[config.mk]
export PLATFORM = sky130hd
export DESIGN_NAME = mhpq_cell
export DESIGN_NICKNAME = d
export VERILOG_FILES = /design/src/sv/mhpq_pkg.sv /design/src/sv/mhpq_cell.sv
export SDC_FILE = /design/constraint.sdc
export NUM_CORES = 1
export LEC_CHECK = 0
export ABC_AREA = 0
export BUFFER_PORTS_ARGS = -buffer_cell sky130_fd_sc_hd__buf_4
export CORE_MARGIN = 8
export CORE_UTILIZATION = 49
export DETAILED_ROUTE_END_ITERATION = 12
export PLACE_DENSITY_LB_ADDON = 0.08
export SETUP_SLACK_MARGIN = 0.2
export SLEW_MARGIN = 15
export SYNTH_ARGS = -nofsm -noshare
export SYNTH_HDL_FRONTEND = slang
export SYNTH_SLANG_ARGS = --single-unit
export TNS_END_PERCENT = 1
[constraint.sdc]
create_clock -name clk -period 9.48 [get_ports clk]
set_input_delay 0.474 -clock clk [delete_from_list [all_inputs] [get_ports clk]]
set_output_delay 0.474 -clock clk [all_outputs]
set_load 0.05 [all_outputs]
[src/sv/mhpq_pkg.sv]
`timescale 1ns / 1ps
// ----------------------------------------------------------------------------
// mhpq_pkg
// Types and constants for the min priority queue and its sorted cell row.
// ----------------------------------------------------------------------------
package mhpq_pkg;

  localparam int DEPTH       = 64;
  localparam int VALUE_WIDTH = 32;
  localparam int COUNT_WIDTH = $clog2(DEPTH + 1);

  typedef logic signed [VALUE_WIDTH-1:0] value_t;
  typedef logic        [COUNT_WIDTH-1:0] count_t;
  typedef logic        [1:0]             status_t;

  // Opcodes of the input word
  localparam logic OP_INSERT  = 1'b0;
  localparam logic OP_EXTRACT = 1'b1;

  // Status codes of the result word
  localparam status_t ST_OK    = 2'd0;
  localparam status_t ST_EMPTY = 2'd1;
  localparam status_t ST_FULL  = 2'd2;

  // Command broadcast to every cell
  typedef enum logic [1:0] {
    CMD_HOLD,
    CMD_INSERT,
    CMD_SHIFT
  } cell_cmd_t;

  typedef struct packed {
    cell_cmd_t cmd;
    value_t    key;
  } cell_ctrl_t;

endpackage

[src/sv/mhpq_cell.sv]
`timescale 1ns / 1ps
// ----------------------------------------------------------------------------
// mhpq_cell
// One slot of the sorted row. Holds a value and, on an insert, keeps it,
// takes the key or takes the left neighbour's value; on an extract it takes
// the right neighbour's value.
// ----------------------------------------------------------------------------
module mhpq_cell (
  input  logic                clk,
  input  mhpq_pkg::cell_ctrl_t ctrl,
  input  logic                occ,
  input  logic                left_ge,
  input  mhpq_pkg::value_t    left_value,
  input  mhpq_pkg::value_t    right_value,
  output mhpq_pkg::value_t    value,
  output logic                ge
);
  import mhpq_pkg::*;

  value_t value_next;

  // key sits at or beyond this slot
  assign ge = occ && (ctrl.key >= value);

  // next slot content
  always_comb begin
    value_next = value;
    case (ctrl.cmd)
      CMD_INSERT: begin
        if (ge) begin
          value_next = value;
        end else if (left_ge) begin
          value_next = ctrl.key;
        end else begin
          value_next = left_value;
        end
      end
      CMD_SHIFT: value_next = right_value;
      default:   value_next = value;
    endcase
  end

  always_ff @(posedge clk) begin
    value <= value_next;
  end

endmodule

After elaboration in Yosys (flattened, before gate mapping) --
Index checks and enable logic that the tools add are counted.
Word-level totals: flip-flop bits (word level) 32, output and inout port bits 33
Cells by class: order comparisons 1, multiplexer cells 3, reduce and logical (&&, ||, !) cells 3, eq/ne operators 3
Operator list (number):
- two-way mux 32 bit | 2
- case mux 32 bit (2 select lines) | 1
- greater-or-equal comparator 32 bit | 1
- == test 2 x 1 -> 1 bit (second input constant) | 1
- == test 2 bit (second input constant) | 1
- inequality test 2 bit (second input constant) | 1
- AND reduction 2 bit | 1
- nonzero test 2 bit | 1
- logical AND 1 bit | 1

Depth between registers and ports, before layout --
depth after elaboration 4, gate-level depth with buffers 9, gate-level depth less buffers 9

Worst setup path before layout --
OpenSTA, ideal clock, no wires.
kind flip-flop to flip-flop, from register value[23], to register value[0], enable pin, stages on the path, launching flop included 9, setup slack 4.840 ns, period minus slack after synthesis 4.640 ns, arrival time 4.198 ns, path buffers 0, cells stage by stage edfxtp_1 > inv_1 > ha_1 > nand4_1 > or4_4 > a211o_1 > o211ai_2 > mux2_4 > o41ai_2
On the way: cells in the longest elaborated chain, start to end 4
RTL lines:
- from (decl) | RTL line mhpq_cell.sv:15 | output mhpq_pkg::value_t value,
- from (signal assigned) | RTL line mhpq_cell.sv:44 | value <= value_next;
- greater-or-equal comparator 32 bit | RTL line mhpq_cell.sv:23 | assign ge = occ && (ctrl.key >= value);
- logical AND 1 bit | RTL line mhpq_cell.sv:23
- inequality test 2 bit (no source line)
- AND reduction 2 bit (no source line)
Every way passes these cells. A chain may end at the register's enable or synchronous reset.

Worst setup path after layout --
from register value[23], to register value[8], enable pin
The elaborated chain is that of the path after synthesis.

==> results.txt <==
----------------------------------------------------
[Worst setup path]
  CP cell instances ... inv_1 -> ha_1 -> nand4_1 -> or4_4 -> a211o_1 -> o211ai_2 -> mux2_4 -> o41ai_4 -> buf_4
  Library cell contributing the largest single delay on the critical path ... sky130_fd_sc_hd__o41ai_4
  CP top delay family ... compound AO/OA/AOI/OAI gates
  Startpoint type of the worst setup path ... flip-flop
  Type of destination of the critical path ... flip-flop
  Worst path buffer plus inverter count ... 2
  R2r worst-path depth ... 9
  Worst reg2reg endpoint ... value[8]
  Data arrival time at the worst-slack endpoint ... 3.73 ns
  Critical Path Fanout Max ... 17
  Worst R2R Start ... value[23]
  Worst Path Required ... 9.46 ns
  Number of logic stages on the critical path including buffering ... 9
  Largest stage delay, worst path ... 0.91 ns
  Worst reg-to-reg setup slack ... 5.72 ns
  Critical setup path kind ... reg -> reg

[Floorplan]
  Vertical die dimension ... 87.6 um
  IO Count ... 134
  Overall die area ... 7670 um^2
  Number of placement rows ... 26
  Horizontal die dimension ... 87.6 um
  Std-Cell Core Area ... 5010 um^2
  Initial cell density of the core ... 50.1%

[Power and ir drop]
  Maximum VDD drop ... 0.0983 mV
  Power Dens Cells ... 141 nW/um^2
  P_leak ... 0.00185 uW
  Overall Power ... 520 uW

[Yosys]
  Most common cell in the synthesized netlist ... sky130_fd_sc_hd__nand2_1
  Leading cell types by total area after synthesis ... sky130_fd_sc_hd__edfxtp_1 (38%), sky130_fd_sc_hd__ha_1 (16%), sky130_fd_sc_hd__mux2i_1 (13%)
  Area leader, netlist ... sky130_fd_sc_hd__edfxtp_1
  Top cells by instance count after synthesis ... sky130_fd_sc_hd__nand2_1 (40), sky130_fd_sc_hd__inv_1 (34), sky130_fd_sc_hd__edfxtp_1 (32), sky130_fd_sc_hd__ha_1 (32), sky130_fd_sc_hd__mux2i_1 (32)
  Nets in the synthesized netlist ... 391
  Count of warnings emitted by yosys ... 0
  Number of synthesized flops with an enable pin ... 32
  Share of the synthesized area in the top cell type ... 38.3%
  Post-Synthesis Mean Instance Area ... 9.72 um^2
  Share of synthesized area occupied by flip-flops and latches ... 38.3%
  Flops & latches, synth ... 32
  Prevailing post-synth register cell ... sky130_fd_sc_hd__edfxtp_1
  Ys async rst share ... 0%
  Mapped Cells ... 258
  Total standard cell area after synthesis ... 2510 um^2
  Post-synthesis cell type count ... 32

[STA]
  Max Clk Rate ... 0.266 GHz
  Setup repair after global routing missed its margin ... false
  Final TNS setup ... 0 ns
  Number of hold-slack violations in the final timing report ... 0
  Total setup violations reported at the end of the flow ... 0
  Final worst path period share ... 39.6%
  Final critical path time including I/O delays and setup ... 3.76 ns
  Transition time at the pin with the least slew margin ... 1.14 ns
  Rel. slew slack ... 23.7%
  Final worst clock skew ... 0.00445 ns
  Max-slew violation count ... 0

[GRT]
  Total gr overflow ... 0
  First-pass GRT wire length ... 11300 um
  Global-route usage over all layers ... 18.8%
  Largest net degree at the start of global routing ... 65
  Antenna violations before repair ... 0
  Number of global-route vias before repair ... 2521

[Clocking]
  Number of buffers added for setup after CTS ... 0
  Clock tree from TritonCTS ... done
  # resized after CTS ... 0
  Number of buffers created by CTS ... 5
  H-tree lvl count ... 2
  Hold bufs inserted after CTS ... 0
  Root Driver ... sky130_fd_sc_hd__clkbuf_8
  Maximum root-to-sink buffer count ... 2
  Clock transition at the registers of the reported paths ... 0.07 ns
  Worst-skew pair later-pin latency ... 0.28 ns
  Clock sink count ... 32

[Cells and area]
  Area used by multi-input combinational logic ... 1400 um^2
  Register with the highest flop count ... value
  Final core utilization ... 73.7%
  Flip-flop count of the largest register, all copies and words added ... 32
  Layout cell share with drive strength beyond 1 ... 39.2%
  Antenna diodes ... 0
  Area Growth Syn to Fin ... 47.2%
  Registers with the most flip-flops ... value: 32 flops
  Nets ... 522
  Number of fill cells in the layout ... 413
  Sequential standard cell area ... 961 um^2

[Drt]
  Remaining antenna violation count ... 0
  DRT Pass-1 Iters ... 4
  Count of routing violations after the opening detailed-route iteration ... 69
  DRC viols ... 0
  WL/cell ... 15.7 um
  Final wirelength ... 7220 um
  Total via count in the routed design ... 2317
  Via density per instance ... 5.04

[Hold path]
  Classification of the worst-slack hold path ... in -> reg
  Hold endpoint ... value[7]
  Worst Hold Path Cells ... 3
  Launch instance of the worst min-delay path ... right_value[7]

[Run status]
  Status ... complete, no violations

[Placement]
  Final RePlAce weighted congestion ... 0.792
  Hpwl dp ... 5910 um
  Buffers on Ports ... 133

[Flow run]
  Number of maximum-capacitance constraint violations ... 0

----------------------------------------------------
[where the power goes]
group	switching, uW	total (uW)	internal, uW
Combinational	122	206	83.8
Sequential	7.87	185	177
Clock	52.5	129	76.5
Total	183	520	338
[routing by layer]
metal  vias to the layer above  routed length (um)  GRT usage [%]
met1                      1033                2740           18.7
met5                         -                   0              0
met2                        94                3570           33.9
li1                       1177                   -              -
met4                         0                 141           5.94
met3                        13                 764           8.91
[cell families (layout without fill, tap and decap cells)]
logic type | after synthesis | after routing | synth area share (%)
and+or+nand+nor | 56 | 56 | 11.1
adders and majority gates | 32 | 32 | 16.0
muxes | 33 | 33 | 13.4
buffers and inverters | 45 | 177 | 6.73
AOI/OAI and AO/OA | 60 | 60 | 14.5
DFF | 32 | 32 | 38.3
[cells in the final DEF (no fill, tap or decap), types with 2 or more instances in the layout]
cell and instances:
sky130_fd_sc_hd__o21ai_0 12, sky130_fd_sc_hd__a21o_1 3, sky130_fd_sc_hd__edfxtp_1 32, sky130_fd_sc_hd__o21ai_1 23
sky130_fd_sc_hd__buf_4 135, sky130_fd_sc_hd__clkinv_1 2, sky130_fd_sc_hd__nand3_1 2, sky130_fd_sc_hd__inv_1 34
sky130_fd_sc_hd__nand2_1 40, sky130_fd_sc_hd__o21a_1 2, sky130_fd_sc_hd__clkbuf_8 5, sky130_fd_sc_hd__ha_1 32
sky130_fd_sc_hd__mux2i_1 32, sky130_fd_sc_hd__a221o_1 2, sky130_fd_sc_hd__nand2b_2 2, sky130_fd_sc_hd__a21oi_1 12
sky130_fd_sc_hd__nand4_1 3
[worst max-delay path by stage]
stage | startpoint | end | slack [ns]
finish | value[23] | value[8] | 5.72
global route | value[13] | value[15] | 5.51
CTS | value[23] | value[18] | 5.68
detailed placement | ctrl[23] | value[5] | 5.48
global placement | ctrl[23] | value[6] | 5.57
floorplan | value[23] | value[0] | 4.84
[through the flow]
step | setup slack, ns | instance area (um^2) | std cells | hold slack [ns]
detailed placement | 5.48 | 3590 | 452 | 0.754
finish | 5.72 | 3690 | 460 | 0.461
floorplan | 4.84 | 2510 | 258 | 0.661
global route | 5.51 | 3690 | 460 | 0.469
CTS | 5.68 | 3690 | 460 | 0.457
global placement | 5.57 | 3590 | 452 | 0.747
[tightest hold or removal path, delay by kind of cell]
kind,cells,cell delay (ns)
and+or+nand+nor,1,0.03
AOI/OAI and AO/OA,1,0.06
buffers and inverters,1,0.08
[layout make-up]
class	count	share of cell area (%)
timing repair buffer	135	27.4
multi-input combinational	181	37.8
clock inverter	3	1.02
clock buffer	5	1.86
sequential	32	26.0
tap	70	2.37
inverter	34	3.46
(Power assumes the default switching activity.)
